### src/hdl/swcw_pkg.sv
`timescale 1ns / 1ps
`default_nettype none
// ----------------------------------------------------------------------------
// swcw_pkg
// Shared constants and the arctangent table of the swirl warp unit.
// ----------------------------------------------------------------------------
package swcw_pkg;

   // CORDIC datapath widths: Q30 vector with guard bits, angle in 2^-24 turn
   localparam int XW = 33;
   localparam int ZW = 25;
   localparam logic signed [XW-1:0] GAIN_Q30 = 33'sd652032874;

   // Field widths
   localparam int TURN_W = 19;
   localparam int OUT_W  = 18;
   localparam int QB     = 19;   // quotient bits of the turn division

   // Configuration port
   localparam int CSR_IDX_W  = 4;
   localparam int CSR_DATA_W = 32;

   localparam logic [CSR_IDX_W-1:0] REG_CENTER_X     = 4'd0;
   localparam logic [CSR_IDX_W-1:0] REG_CENTER_Y     = 4'd1;
   localparam logic [CSR_IDX_W-1:0] REG_SWIRL_RADIUS = 4'd2;
   localparam logic [CSR_IDX_W-1:0] REG_MAX_TURN     = 4'd3;

   // Quadrant codes (top two angle bits)
   localparam logic [1:0] QUAD_0 = 2'd0;
   localparam logic [1:0] QUAD_1 = 2'd1;
   localparam logic [1:0] QUAD_2 = 2'd2;
   localparam logic [1:0] QUAD_3 = 2'd3;

   // atan(2^-i) in units of 2^-24 turn
   function automatic logic [ZW-1:0] atan_val(input int idx);
      logic [ZW-1:0] val;
      begin
         case (idx)
            0:  val = 25'd2097152;
            1:  val = 25'd1238021;
            2:  val = 25'd654136;
            3:  val = 25'd332050;
            4:  val = 25'd166669;
            5:  val = 25'd83416;
            6:  val = 25'd41718;
            7:  val = 25'd20860;
            8:  val = 25'd10430;
            9:  val = 25'd5215;
            10: val = 25'd2608;
            11: val = 25'd1304;
            12: val = 25'd652;
            13: val = 25'd326;
            14: val = 25'd163;
            15: val = 25'd81;
            16: val = 25'd41;
            17: val = 25'd20;
            18: val = 25'd10;
            19: val = 25'd5;
            20: val = 25'd3;
            21: val = 25'd1;
            22: val = 25'd1;
            default: val = 25'd0;
         endcase
         return val;
      end
   endfunction

endpackage
`default_nettype wire

### src/hdl/swcw_div_cell.sv
`timescale 1ns / 1ps
`default_nettype none
// ----------------------------------------------------------------------------
// swcw_div_cell
// One cell of the restoring divider chain: settles one quotient bit per cell.
// ----------------------------------------------------------------------------
module swcw_div_cell #(
   parameter int DW    = 36,
   parameter int RQW   = 16,
   parameter int SHIFT = 0,
   parameter int SW    = 28
) (
   input  wire logic                    clock,
   input  wire logic                    reset,
   input  wire logic                    adv,
   input  wire logic [RQW-1:0]          divisor,
   input  wire logic                    vld_in,
   input  wire logic [SW-1:0]           side_in,
   input  wire logic [DW-1:0]           rem_in,
   input  wire logic [swcw_pkg::QB-1:0] quo_in,
   output logic                         vld_out,
   output logic [SW-1:0]                side_out,
   output logic [DW-1:0]                rem_out,
   output logic [swcw_pkg::QB-1:0]      quo_out
);

   logic [DW-1:0] trial;
   logic          take;

   // compare against the divisor aligned to this quotient bit
   always_comb begin
      trial = DW'(divisor) << SHIFT;
      take  = (rem_in >= trial);
   end

   always_ff @(posedge clock) begin
      if (reset) begin
         vld_out <= 1'b0;
      end else if (adv) begin
         vld_out <= vld_in;
      end
   end

   always_ff @(posedge clock) begin
      if (adv) begin
         side_out <= side_in;
         rem_out  <= take ? (rem_in - trial) : rem_in;
         quo_out  <= {quo_in[swcw_pkg::QB-2:0], take};
      end
   end

endmodule
`default_nettype wire

### config.mk
export PLATFORM = sky130hd
export DESIGN_NAME = swcw_div_cell
export DESIGN_NICKNAME = d
export VERILOG_FILES = /design/src/hdl/swcw_pkg.sv /design/src/hdl/swcw_div_cell.sv
export SDC_FILE = /design/constraint.sdc
export NUM_CORES = 1
export LEC_CHECK = 0
export BUFFER_PORTS_ARGS = -buffer_cell sky130_fd_sc_hd__buf_2
export CAP_MARGIN = 25
export CORE_AREA = 2 2 101 141
export CTS_CLUSTER_SIZE = 8
export DETAILED_ROUTE_END_ITERATION = 6
export DIE_AREA = 0 0 103 143
export GPL_ROUTABILITY_DRIVEN = 0
export SLEW_MARGIN = 25
export SYNTH_ARGS = -nofsm -noshare
export SYNTH_HDL_FRONTEND = slang
export SYNTH_SLANG_ARGS = --single-unit
### constraint.sdc
create_clock -name clock -period 4.66 [get_ports clock]
set_input_delay 1.398 -clock clock [delete_from_list [all_inputs] [get_ports clock]]
set_output_delay 1.398 -clock clock [all_outputs]
set_load 0.005 [all_outputs]
# Yosys cells after proc, flatten, opt, wreduce, memory -nomap -nowiden
# Cells that the tools add are included.
[classes] order_cmp=1 n_mux=1 addsub=1
[ops] op="36-bit by 16-bit >= comparator with 1-bit output" n=1
[ops] op="36-bit 2-to-1 mux" n=1
[ops] op="36-bit by 16-bit subtractor with 36-bit output" n=1
[totals] word_cells=7 in_bits=103 register_bits=84

# Longest topological paths before layout
# Gate-level depths: netlist of run 1.
[logic_depth] depth_word=2 mapped_depth=11 mapped_depth_nobuf=10

# Least setup slack after synthesis of run 1
# Ideal clock, no wire load.
[synth_path] path_type="input to register" startpoint="input rem_in[0]" endpoint="register rem_out[34], data pin" n_path_buf=2 setup_time_ps=258 t_arrival_ps=3435 required_time_ps=4402 path_stages=11 path_slack_ps=967 path_cell_list="inv_1 > ha_1 > fa_1 > nand2b_1 > a211oi_1 > o211ai_1 > o2111ai_2 > buf_6 > buf_4 > nand3_1 > xnor2_1"
[synth_between] elab_chain_cells=2 word_cells_on_any_way=3
[synth_lines] item="start, declared" line="swcw_div_cell.sv:19" rtl="input wire logic [DW-1:0] rem_in,"
[synth_lines] item="36-bit by 16-bit subtractor with 36-bit output or 36-bit by 16-bit >= comparator with 1-bit output (tied branches)" line="swcw_div_cell.sv:47, swcw_div_cell.sv:33"
[synth_lines] item="36-bit 2-to-1 mux (*)" line="swcw_div_cell.sv:47" rtl="rem_out <= take ? (rem_in - trial) : rem_in;"
[synth_lines] item="end signal, assigned" line="swcw_div_cell.sv:47"
[synth_lines] item="end, declared" line="swcw_div_cell.sv:23" rtl="output logic [DW-1:0] rem_out,"
# Every way passes the cells marked *; elsewhere a longest branch is shown, timed or not.
# A chain may end at the register's enable or synchronous reset.

# Final worst setup path of run 1
[layout_path] startpoint="input rem_in[0]" endpoint="register rem_out[7], data pin"
# The elaborated chain is that of the path after synthesis.

==> out/summary.md, run 1 <==
The count of buffers inserted at the top-level ports was 185; the number of buffer and inverter instances along the worst setup path was 3. The layout filler cell count was 1350; the maximum single-stage delay on the critical path was 0.47 ns. Synthesis produced a netlist whose cell count is 324. The initial utilization of the core area, before any placement, comes to 30.5%. In this run the static leakage power is 2.39 nW. After global routing the overflow that remains totals 0.

The cell type group with the largest total delay on the critical path was compound AO/OA/AOI/OAI gates. For the die outline area, the log shows 14700 um^2. The number of synthesized flops with an enable pin came out at 83. The logs give 9 for the TritonCTS buffer count and 0 for the initial antenna violation count. After synthesis, the cell types taking the most area are sky130_fd_sc_hd__edfxtp_1 (61%), sky130_fd_sc_hd__ha_1 (4.9%), sky130_fd_sc_hd__a21oi_1 (4.3%).

The area share of the leading cell type in the synthesized netlist was 61.0%; the number of detailed-routing iterations run before antenna repair was 4. The tools report the depth of the CTS H-tree as 3. The detailed router's first-iteration violation count is 98, and the synthesized area is 4090 um^2. Yosys mapped the design onto 47 distinct sky130hd cell types.

The average cell area after synthesis was 12.6 um^2; the number of placed instances with taps included was 688. The total power per unit cell area works out to 347 nW/um^2. The most frequently used cell type in the post-synthesis netlist was sky130_fd_sc_hd__edfxtp_1.

The run gives 0 as the hold buffer count at cts. Static timing analysis puts the maximum clock frequency at 261 MHz. The global routing usage summed across all routing layers came out at 14.1%. Share of synthesized area spent on multiplexers: 1.56%. Clock tree synthesis found a total of 84 sinks.

The final setup TNS is 0 ns. The async set-or-reset flop fraction in the synthesized netlist works out to 0%. The post-route DRC violation count is 0. The class of the most critical setup path was input port to register.

The transition time at the pin with the least slew margin came out at 0.763 ns. Setup repair after global routing left no endpoint under its margin. The combinational family with the most area after synthesis was simple AND/OR/NAND/NOR gates.

The tools report the via count of the first global-routing pass as 3201. The number of cells on the worst reg-to-reg path is 2. The run finished with clean final reports.

The synthesized-area fraction occupied by xor and xnor cells is 6.86%. For the final database, setup skew stands at 0 ns. IR analysis of the VDD net gives a maximum drop of 173 uV. The first global-routing pass estimated 15800 um of wire.

Share of synthesized cell area in full adder, half adder and majority cells: 5.39%. In this run the clock root is driven by a sky130_fd_sc_hd__clkbuf_16. Overall routed net length: 11000 um. The number of hold violations in the final report is 0, and the area growth from synthesis to layout is 34.7%. The commonest cells after synthesis are sky130_fd_sc_hd__edfxtp_1 (83), sky130_fd_sc_hd__a21oi_1 (35), sky130_fd_sc_hd__nor2_1 (31). The clock passes through at most 2 buffers. The maximum number of pins on one net before global-route repair is 85. The die is 143 um tall. The final period demand of the worst path works out to 3.82 ns. In the final design database the tool counted 637 nets. For this run, the register share of the synthesized area comes to 61.5%. The worst hold path terminates at vld_out$_SDFFE_PP0P_. The post-route fraction of the period consumed by the critical path works out to 82.1%. In this run the worst hold path is classified as register to register. Dividing the detail-routed via count by the number of cells gives 4.61.

The worst pin sits at a relative slew slack of 48.6%. Traced cell by cell, the critical path runs through buf_2 > inv_1 > ha_1 > fa_1 > nand2b_1 > a211oi_1 > o211ai_1 > o2111ai_2 > buf_4 > mux2_1. The cell at the slowest stage of the critical path is sky130_fd_sc_hd__o2111ai_2.

The synthesized-area fraction occupied by ao, oa, aoi and oai cells was 9.89%; the number of antenna-violating nets in the routed design was 0. The final-report max-slew violation count came out at 0. The worst register-to-register path begins at vld_out$_SDFFE_PP0P_. The worst register-to-register path has a setup slack of 4.08 ns. For this run, the leading register cell type out of synthesis is sky130_fd_sc_hd__edfxtp_1. sky130_fd_sc_hd__edfxtp_1 takes more of the synthesized area than any other cell. The tools report the core box area as 13400 um^2. TritonCTS built the clock tree. The logs give 4.75 ns for the worst path required time and 0 for the post-cts gate resize count. The number of instances on the worst hold path came out at 2. In the final routed layout, each cell accounts on average for 15.6 um.

The number of antenna cells inserted is 0. The warning count from the yosys run was 0; the data arrival time of the worst path was 3.91 ns. The fraction of the mapped netlist area in simple logic gates is 11.8%.

Across the run, the number of max-cap violations was 0. The count of boundary I/O pins is 187, and the vias after detailed routing is 3247. The tools report the hold path startpoint as vld_out$_SDFFE_PP0P_. The post-synthesis sequential element count was 84; the largest fanout on the critical path was 13.

The tools report the endpoint type of the worst setup path as a register. The number of nets handed over by synthesis was 444. The endpoint identified for the worst register-to-register timing path is vld_out$_SDFFE_PP0P_. STA classifies the critical path startpoint as an input port. The share of final-layout standard cells stronger than drive strength 1 was 40.2%. In this run the post-CTS setup repair buffer count came out at 0.

The post-CTS clock slew at the launch and capture registers of the worst setup and hold paths was 0.06 ns. The post-layout instance count excluding filler cells came out at 704. The floorplan has 50 rows.

The logs give 0.33 ns for the clock latency at the later pin of the worst-skew pair and 8750 um for the estimated wirelength of the detail-placed design. In this run the horizontal extent of the chip is 103 um. The count of final setup violators was 0.
stage by stage:
| stage | hold WS (ns) | utilization [%] | power, mW | instance area (um^2) | worst slack (ns) |
|---|---|---|---|---|---|
| CTS | 0.500 | 41.1 | 1.94 | 5500 | 0.788 |
| finish | 0.492 | 41.1 | 1.91 | 5510 | 0.835 |
| floorplan | 0.485 | - | 1.10 | 4090 | 0.967 |
| global placement | 0.472 | 39.0 | 1.27 | 5230 | 0.477 |
| global route | 0.556 | 41.1 | 2.00 | 5510 | 0.651 |
| detailed placement | 0.481 | 39.0 | 1.27 | 5230 | 0.447 |
per-layer routing:
metal	routed length, um	global-route usage [%]
met3	1010	3.62
met4	137	4.09
met1	4030	14.5
met5	0	0
met2	5790	27.3
worst max path at each step:
stage / start / endpoint / depth (start not counted)
after floorplan: rem_in[0] / rem_out[34]$_DFFE_PP_ / 11
after global placement: rem_in[0] / rem_out[7]$_DFFE_PP_ / 10
after detailed placement: rem_in[0] / rem_out[7]$_DFFE_PP_ / 10
after CTS: rem_in[0] / rem_out[7]$_DFFE_PP_ / 10
after global routing: rem_in[0] / rem_out[4]$_DFFE_PP_ / 10
final: rem_in[0] / rem_out[7]$_DFFE_PP_ / 10
placed cells by master (no fill, tap or decap), types with 2 or more instances in the layout:
master and count:
sky130_fd_sc_hd__xnor2_1 19, sky130_fd_sc_hd__a21oi_1 35, sky130_fd_sc_hd__nand4_1 6, sky130_fd_sc_hd__o211ai_1 4, sky130_fd_sc_hd__nor3_1 8, sky130_fd_sc_hd__nand2_1 16, sky130_fd_sc_hd__o21ai_0 2, sky130_fd_sc_hd__nand2b_1 2
sky130_fd_sc_hd__and2_1 2, sky130_fd_sc_hd__nor2b_1 3, sky130_fd_sc_hd__mux2i_1 3, sky130_fd_sc_hd__xor2_1 13, sky130_fd_sc_hd__clkinvlp_4 2, sky130_fd_sc_hd__nand3_1 10, sky130_fd_sc_hd__or3_1 2, sky130_fd_sc_hd__edfxtp_1 83
sky130_fd_sc_hd__o21ai_1 2, sky130_fd_sc_hd__nand4b_1 2, sky130_fd_sc_hd__a31oi_1 4, sky130_fd_sc_hd__and3_1 2, sky130_fd_sc_hd__inv_6 2, sky130_fd_sc_hd__clkbuf_16 9, sky130_fd_sc_hd__a21o_1 5, sky130_fd_sc_hd__inv_1 20
sky130_fd_sc_hd__buf_4 4, sky130_fd_sc_hd__mux2_1 3, sky130_fd_sc_hd__buf_2 184, sky130_fd_sc_hd__nor2_1 31, sky130_fd_sc_hd__o21a_1 3, sky130_fd_sc_hd__ha_1 16, sky130_fd_sc_hd__nor4_1 4
where the power goes:
group | switching (mW) | total, mW | internal (mW)
clock | 0.300 | 0.663 | 0.363
sequential | 0.0176 | 0.935 | 0.918
combinational | 0.167 | 0.314 | 0.147
logic make-up (layout without fill, tap and decap cells):
family,after synthesis,in the layout
AOI/OAI and AO/OA,64,64
xor gates and xnor gates,32,32
and+or+nand+nor,94,94
buffers and inverters,27,225
adders and majority gates,17,17
muxes,6,6
DFF,84,84
tightest hold or removal path, delay by kind of cell, from the launching register on:
kind          cells  cell delay, ns
mux               1            0.06
simple gates      1            0.08
flops             1            0.32
final cells by class:
type | instances | area (um^2) | share of cell area, %
Clock buffer | 9 | 225 | 4.09
Clock inverter | 7 | 50.0 | 0.909
Inverter | 20 | 75.1 | 1.36
Multi-Input combinational cell | 213 | 1450 | 26.4
Sequential cell | 84 | 2510 | 45.6
Tap cell | 182 | 228 | 4.14
Timing Repair Buffer | 189 | 962 | 17.5
sequential cells by signal, summed over array words and instances, names as in the netlist:
register  flops
quo_out      19
rem_out      36
side_out     28
vld_out       1
(Power assumes the default switching activity.)
==> run 2, diff against run 1 <==
--- a/config.mk
+++ b/config.mk
@@ -5,12 +5,13 @@
 export SDC_FILE = /design/constraint.sdc
 export NUM_CORES = 1
 export LEC_CHECK = 0
+export ABC_AREA = 1
 export BUFFER_PORTS_ARGS = -buffer_cell sky130_fd_sc_hd__buf_2
 export CAP_MARGIN = 25
-export CORE_AREA = 2 2 101 141
+export CORE_AREA = 2 2 110 155
 export CTS_CLUSTER_SIZE = 8
 export DETAILED_ROUTE_END_ITERATION = 6
-export DIE_AREA = 0 0 103 143
+export DIE_AREA = 0 0 112 157
 export GPL_ROUTABILITY_DRIVEN = 0
 export SLEW_MARGIN = 25
 export SYNTH_ARGS = -nofsm -noshare
==> constraint.sdc (replaced) <==
create_clock -name clock -period 3.7 [get_ports clock]
set_input_delay 1.11 -clock clock [delete_from_list [all_inputs] [get_ports clock]]
set_output_delay 1.11 -clock clock [all_outputs]
set_load 0.005 [all_outputs]
==> out/summary.md, run 2 <==
The global-route wire length before repair came out at 21700 um (+37%). The leakage power was 3.09 nW (+29%). The share of final-layout standard cells stronger than drive strength 1 works out to 32.6% (-7.6 points).

Largest fanout on the critical path: 25 (+12). The startpoint identified for the worst register-to-register timing path is vld_out$_SDFFE_PP0P_. The count of boundary I/O pins is 187 (unchanged). The die boundary width is 112 um (+8.7%). The tools report the TritonCTS buffer count as 9 (unchanged).

The average cell area after synthesis is 8.64 um^2 (-31%), and the clock sink count is 84 (unchanged). The run gives 572 (+77%) as the number of standard cells after synthesis. The cell at the slowest stage of the critical path is sky130_fd_sc_hd__fa_1. The die outline area is 17600 um^2 (+19%). In this run the clock root is driven by a sky130_fd_sc_hd__clkbuf_16. Subtracting the final worst setup slack from the clock period gives 2.86 ns. The run gives 0 (unchanged) as the post-cts gate resize count. Final setup TNS: 0 ns (unchanged). The prevailing post-synth register cell was sky130_fd_sc_hd__edfxtp_1. The post-layout instance count excluding filler cells was 975 (+38%); the post-route DRC violation count was 0 (unchanged). The post-CTS setup buffer count was 0 (unchanged); the total power per unit cell area was 392 nW/um^2 (+13%). Walking the worst path, the cells encountered are buf_2 > inv_1 > ha_1 > fa_1 > inv_1 > nand3_1 > nand3_1 > nand2_1 > nand3_2 > nand2_4 > nand3_4 > inv_4 > buf_12 > nand2_1 > o21ai_2.

Combinational share of power: 19.3% (+2.9 points). The area share of the leading cell type in the synthesized netlist was 50.4% (-11 points); the hold buffer count at cts was 0 (unchanged). The largest registers in the layout are rem_out (36), side_out (28), quo_out (19).

The tools report the final-report max-slew violation count as 0 (unchanged). By area the synthesized netlist is led by sky130_fd_sc_hd__edfxtp_1 (50%), sky130_fd_sc_hd__nand2_1 (13%), sky130_fd_sc_hd__inv_1 (7.6%). The flip-flop count of the largest register after layout is 36 (unchanged).

The average detailed-routed wire length per instance was 14.6 um (-6.1%); the count of maximum capacitance violations was 0 (unchanged). For the layout filler cell count, the log shows 1699 (+26%). TritonCTS built the clock tree. The global routing usage summed across all routing layers came out at 16.0% (+1.9 points). The number of instances on the worst hold path was 2 (unchanged). The class of the most critical setup path is input port to register.

The post-synthesis sequential element count is 84 (unchanged), and the number of antenna cells inserted is 0 (unchanged). The run gives 959 (+39%) as the number of placed instances with taps included. The kind of path behind the tightest hold check is register to register.

The logs give 16100 um^2 (+20%) for the core box area and 33 (-30%) for the count of cell types in the netlist. The clock power share came out at 34.1% (-0.6 points). The detailed router's first-iteration violation count is 327 (+230%), and the vias after detailed routing is 4427 (+36%). The run gives 56 (-34%) as the maximum number of pins on one net before global-route repair.

The async set-or-reset flop fraction in the synthesized netlist works out to 0% (unchanged). The depth of the worst register-to-register path was 2 (unchanged); the overall overflow remaining after global route was 0 (unchanged). The area of combinational cells with multiple inputs is 1990 um^2 (+37%), and the switching power total is 0.690 mW (+42%). The worst path required time came out at 3.78 ns (-0.97 ns).

Summed over all instances, the cell type with the most area after synthesis is sky130_fd_sc_hd__edfxtp_1. Setup repair after global routing left no endpoint under its margin. The internal power was 1.84 mW (+29%); the number of synthesized flops with an enable pin was 83 (unchanged). The depth of the CTS H-tree was 3 (unchanged); the sequential element share of the synthesized area was 50.8% (-11 points).

The worst setup path is launched from an input port. The transition time at the pin with the least slew margin was 0.709 ns (-0.0546 ns); the number of antenna-violating nets in the routed design was 0 (unchanged). The post-CTS clock slew at the launch and capture registers of the worst setup and hold paths is 0.06 ns (about the same). The register containing the most flip-flops in the final layout was rem_out. For the fmax, the log shows 349 MHz. For the synthesized area, the log shows 4940 um^2 (+21%). In the synthesized netlist, the cells that appear most often are sky130_fd_sc_hd__nand2_1 (169), sky130_fd_sc_hd__inv_1 (100), sky130_fd_sc_hd__edfxtp_1 (83). After layout, the worst path uses 77.3% of the clock period. The number of hold violations in the final report is 0 (unchanged), and the data arrival time of the worst path is 2.95 ns (-0.96 ns).

Headroom to the max-slew limit: 52.7% (+4.1 points). The run gives 11800 um (+34%) as the estimated wirelength of the detail-placed design. The critical path starts at rem_in[0].

The post-route clock skew is 0 ns (unchanged), and the count of final setup violators is 0 (unchanged). The area growth from synthesis to layout is 30.3%. The effective utilization at floorplan came out at 30.7% (+0.17 points). The number of detailed-routing iterations run before antenna repair is 5 (+1), and the number of placement rows is 55 (+10%).

The count of buffers inserted at the top-level ports was 185 (unchanged); the warning count from the yosys run was 0 (unchanged). The routed via count divided by cell count is 4.54 (-1.6%), and the die boundary height is 157 um (+9.8%). The clock latency at the later pin of the worst-skew pair was 0.34 ns (about the same). The number of nets in the synthesized netlist was 692 (+56%). The flow ran to the end, and the final reports show no timing, DRC or antenna violations. For the maximum buffer depth of the clock tree, the log shows 2 (unchanged).

For the initial antenna violation count, the log shows 0 (unchanged). The overall routed net length is 14300 um (+30%). Most frequently used cell type in the post-synthesis netlist: sky130_fd_sc_hd__nand2_1. The worst setup path is captured at a register. The switching fraction of total power was 27.3% (+2.0 points); the flip-flop and latch area was 2510 um^2 (unchanged). Leaving out fill and tap cells, the most frequent cell in the layout is sky130_fd_sc_hd__buf_2. The number of nets at the end of the flow is 891 (+40%).

Leaving out fill and tap cells, the most frequent cells in the layout are sky130_fd_sc_hd__buf_2 (184), sky130_fd_sc_hd__nand2_1 (169), sky130_fd_sc_hd__inv_1 (100), sky130_fd_sc_hd__edfxtp_1 (83), sky130_fd_sc_hd__nor2_1 (54). The maximum single-stage delay on the critical path came out at 0.41 ns (-0.06 ns). The peak supply drop is 210 uV (+21%). The run gives 46.6% (-2.3 points) as the fraction of power consumed by sequential logic. The tools report the hold path startpoint as vld_out$_SDFFE_PP0P_. The via count of the first global-routing pass came out at 4339 (+36%).
-- run 2: changes by cell type after synthesis, moves of 5 or more --
cell and change:
sky130_fd_sc_hd__a21o_1 -5, sky130_fd_sc_hd__a21oi_1 -26, sky130_fd_sc_hd__a21oi_2 +10, sky130_fd_sc_hd__inv_1 +80
sky130_fd_sc_hd__nand2_1 +153, sky130_fd_sc_hd__nand2_2 +10, sky130_fd_sc_hd__nand3_1 +20, sky130_fd_sc_hd__nand4_1 +5
sky130_fd_sc_hd__nor2_1 +23, sky130_fd_sc_hd__o21ai_2 +10, sky130_fd_sc_hd__xnor2_1 -8, sky130_fd_sc_hd__xor2_1 -9
-- run 2: critical path, delay by kind of cell --
family,cells,cell delay [ns]
and+or+nand+nor,7,0.68
adders and majority gates,2,0.66
buffers and inverters,5,0.44
AOI/OAI and AO/OA,1,0.05
-- run 2: power groups by stage --
stage / Sequential (mW) / Clock [mW] / Combinational [mW]
floorplan: 1.21 / 0 / 0.227
detailed placement: 1.20 / 0 / 0.490
CTS: 1.18 / 0.888 / 0.492
finish: 1.18 / 0.862 / 0.487
global placement: 1.20 / 0 / 0.483
global route: 1.19 / 0.921 / 0.544
-- run 2: per-layer routing --
metal / routed length, um / share of wire (%) / GRT usage (%)
met2: 7490 / 53 / 30.3
met4: 687 / 4.8 / 8.77
met3: 820 / 5.7 / 3.27
met5: 0 / 0 / 0
met1: 5270 / 37 / 16.4
-- run 2: cell type report --
class,count,share of cell area (%)
Clock inverter,6,0.738
Timing Repair Buffer,193,15.7
Clock buffer,10,3.71
Multi-Input combinational cell,379,30.8
Inverter,104,6.10
Sequential cell,84,39.0
Tap cell,199,3.87
-- run 2: path summary, 6_finish.rpt --
kind / end / slack (ns)
max reg2reg: vld_out$_SDFFE_PP0P_ / 3.12
min reg2reg: vld_out$_SDFFE_PP0P_ / 0.49
max: rem_out[14]$_DFFE_PP_ / 0.84
min: vld_out$_SDFFE_PP0P_ / 0.49
-- run 2: metrics by stage --
stage          utilization, %  hold WS [ns]  power, mW  instance area, um^2  setup WS, ns
3_5_place_dp             38.2         0.476       1.69                 6150         0.490
3_3_place_gp             38.2         0.467       1.68                 6150         0.530
5_1_grt                  40.0         0.528       2.65                 6440         0.715
2_1_floorplan               -         0.485       1.44                 4940         0.781
4_1_cts                  40.0         0.491       2.56                 6440         0.861
6_report                 40.0         0.486       2.53                 6440         0.838
-- run 2: kinds of logic after synthesis --
| family | synth area share, % |
|---|---|
| AOI/OAI and AO/OA | 6.05 |
| adders and majority gates | 4.45 |
| buffers and inverters | 9.01 |
| xor gates and xnor gates | 2.66 |
| muxes | 0.202 |
| and+or+nand+nor | 26.8 |
| DFF | 50.8 |
==> run 3, diff against run 2 <==
==> constraint.sdc (replaced) <==
create_clock -name clock -period 2.55 [get_ports clock]
set_input_delay 0.765 -clock clock [delete_from_list [all_inputs] [get_ports clock]]
set_output_delay 0.765 -clock clock [all_outputs]
set_load 0.005 [all_outputs]
==> out/summary.md, run 3 (same netlist as run 2, synthesis figures left out) <==
The total power per unit cell area works out to 551 nW/um^2 (+40%). The logs give 0 (unchanged) for the post-route DRC violation count and 16.6% (+0.58 points) for the global routing usage summed across all routing layers. For the final-report max-slew violation count, the log shows 0 (unchanged).

In the finished design, the share of the clock period the worst path needs comes to 92.1%. For the clock latency at the later pin of the worst-skew pair, the log shows 0.34 ns (about the same). The logs give 0 (unchanged) for the initial antenna violation count and 3.37 nW (+9.2%) for the leakage power. The critical path goes through buf_2 > inv_1 > ha_1 > fa_2 > inv_1 > nand3_1 > nand3_1 > nand2_1 > nand3_2 > nand2_4 > nand3_4 > inv_4 > buf_12 > a21oi_2.

The peak supply drop was 360 uV (+71%); the depth of the CTS H-tree was 3 (unchanged). Average detailed-routed wire length per instance: 14.1 um (-3.9%). On the critical path, the stage with the largest delay is an instance of sky130_fd_sc_hd__fa_2. The transition time at the pin with the least slew margin came out at 0.558 ns (-0.150 ns). The worst setup path is of the input port to register kind.

The instance area after placement came out at 6600 um^2 (+7.3%). The fmax is 426 MHz. The run gives 55 (unchanged) as the number of placement rows. Number of antenna cells inserted: 0 (unchanged).

Setup repair after global routing left no endpoint under its margin. The run gives 30.7% (unchanged) as the effective utilization at floorplan. The library cell used most frequently in the layout, excluding fill and tap cells, is sky130_fd_sc_hd__buf_2. For the number of placed instances with taps included, the log shows 1017 (+6.0%).

The headroom to the max-slew limit was 62.5% (+9.7 points); the smallest hold slack was 0.502 ns (+0.0157 ns). After layout, the minimum clock period comes to 2.35 ns. The logs give 3.80 mW (+50%) for the total chip power and 14500 um (+1.8%) for the overall routed net length. The count of final setup violators was 0 (unchanged); the die boundary height was 157 um (unchanged). In this design, the largest share of critical-path delay is due to adder cells. The logs give 0 (unchanged) for the number of antenna-violating nets in the routed design and 12100 um (+2.9%) for the estimated wirelength of the detail-placed design. The overall overflow remaining after global route was 0 (unchanged); the flip-flop count of the largest register after layout was 36 (unchanged). The top cell types in the final layout, fill and taps aside, are sky130_fd_sc_hd__buf_2 (184), sky130_fd_sc_hd__nand2_1 (169), sky130_fd_sc_hd__inv_1 (100), sky130_fd_sc_hd__edfxtp_1 (83), sky130_fd_sc_hd__buf_4 (64). The run gives 22700 um (+4.7%) as the global-route wire length before repair. The largest fanout on the critical path is 13 (-48%), and the finished layout cell area is 6900 um^2 (+7.1%). The endpoint type of the worst setup path was a register.

The flow ran to the end, and the final reports show no timing, DRC or antenna violations. The routed via count divided by cell count was 4.44 (-2.3%). The share of final-layout standard cells stronger than drive strength 1 was 37.4% (+4.8 points).

Clock sink count: 84 (unchanged). TritonCTS built the clock tree. The count of buffers inserted at the top-level ports came out at 185 (unchanged). The largest registers in the layout are rem_out (36), side_out (28), quo_out (19).

The maximum single-stage delay on the critical path came out at 0.35 ns (-0.06 ns). The run gives 16100 um^2 (unchanged) as the core box area. The detailed router's first-iteration violation count came out at 315 (-3.7%).

The die boundary width was 112 um (unchanged); the final setup TNS was 0 ns (unchanged). The worst setup path is launched from an input port. The vias after detailed routing is 4582 (+3.5%).

The tools report the post-route clock skew as 0 ns (unchanged). The number of buffer and inverter instances along the worst setup path is 5 (unchanged). The run gives 4 (-1) as the number of detailed-routing iterations run before antenna repair. The post-CTS setup buffer count is 0 (unchanged), and the number of nets at the end of the flow is 949 (+6.5%).

The run gives 2.70 ns (-1.08 ns) as the worst path required time. The number of hold violations in the final report came out at 0 (unchanged). More flip-flops sit in one register than any other, and that register is rem_out.

The layout filler cell count was 1693 (-0.35%); the post-layout instance count excluding filler cells was 1033 (+5.9%). The clock root buffer is sky130_fd_sc_hd__clkbuf_16. The run gives 2.50 ns (-0.45 ns) as the data arrival time of the worst path.

Die outline area: 17600 um^2 (unchanged). The count of boundary I/O pins was 187 (unchanged). Kind of path behind the tightest hold check: register to register. Compared with the post-synthesis result, the final layout area differs by 39.5%. The run gives 9 (unchanged) as the TritonCTS buffer count.

The post-CTS clock slew at the launch and capture registers of the worst setup and hold paths was 0.07 ns (about the same). The logs give 2 (unchanged) for the maximum buffer depth of the clock tree and 0 (unchanged) for the post-cts gate resize count. The run gives 0 (unchanged) as the count of maximum capacitance violations.

The maximum number of pins on one net before global-route repair was 38 (-32%). For the via count of the first global-routing pass, the log shows 4639 (+6.9%). The hold buffer count at cts came out at 0 (unchanged).
==> run 3: cell count changes in the layout (fill, tap and decap cells not counted) <==
cell	change
sky130_fd_sc_hd__buf_12	+1
sky130_fd_sc_hd__fa_2	+1
sky130_fd_sc_hd__buf_4	+57
sky130_fd_sc_hd__inv_8	+1
sky130_fd_sc_hd__fa_1	-1
sky130_fd_sc_hd__clkinv_2	-1
sky130_fd_sc_hd__clkinv_4	-2
sky130_fd_sc_hd__inv_6	+2
==> run 3: final cells by class <==
| cell class | instances | area, um^2 | area share (%) |
|---|---|---|---|
| tap | 199 | 249 | 3.61 |
| multi-input combinational | 379 | 1990 | 28.8 |
| sequential | 84 | 2510 | 36.4 |
| clock inverter | 6 | 53.8 | 0.780 |
| inverter | 104 | 393 | 5.70 |
| clock buffer | 10 | 239 | 3.47 |
| timing repair buffer | 251 | 1460 | 21.2 |
==> run 3: layer usage <==
metal | vias to the layer above | global-route usage [%] | part of all wire, %
met1 | 2038 | 17.3 | 38
met2 | 152 | 32.1 | 53
met5 | - | 0 | 0
li1 | 2364 | - | -
met4 | 0 | 7.67 | 3.0
met3 | 28 | 2.93 | 5.7
==> run 3: worst min-delay path, cell delays in order (launching register included) <==
cell and delay [ns]:
sky130_fd_sc_hd__dfxtp_1 0.33, sky130_fd_sc_hd__mux2i_1 0.07, sky130_fd_sc_hd__nor2_1 0.07
==> run 3: power by group <==
part,total (mW),leakage (nW),switching (mW),internal [mW]
registers,1.70,0.821,0.0306,1.67
clock network,1.29,0.142,0.581,0.706
logic,0.805,2.40,0.424,0.381
==> run 3: worst paths after layout <==
kind	startpoint	endpoint	slack, ns	depth (start not counted)
min	vld_out$_SDFFE_PP0P_	vld_out$_SDFFE_PP0P_	0.50	2
max	rem_in[0]	rem_out[22]$_DFFE_PP_	0.20	14
min reg2reg	vld_out$_SDFFE_PP0P_	vld_out$_SDFFE_PP0P_	0.50	2
max reg2reg	vld_out$_SDFFE_PP0P_	vld_out$_SDFFE_PP0P_	1.96	2
==> run 3: through the flow <==
step	worst slack (ns)	util, %
finish	0.201	42.8
global route	0.0417	42.8
CTS	0.224	42.8
detailed placement	-0.131	41.0
global placement	-0.112	41.0
floorplan	0.0454	-
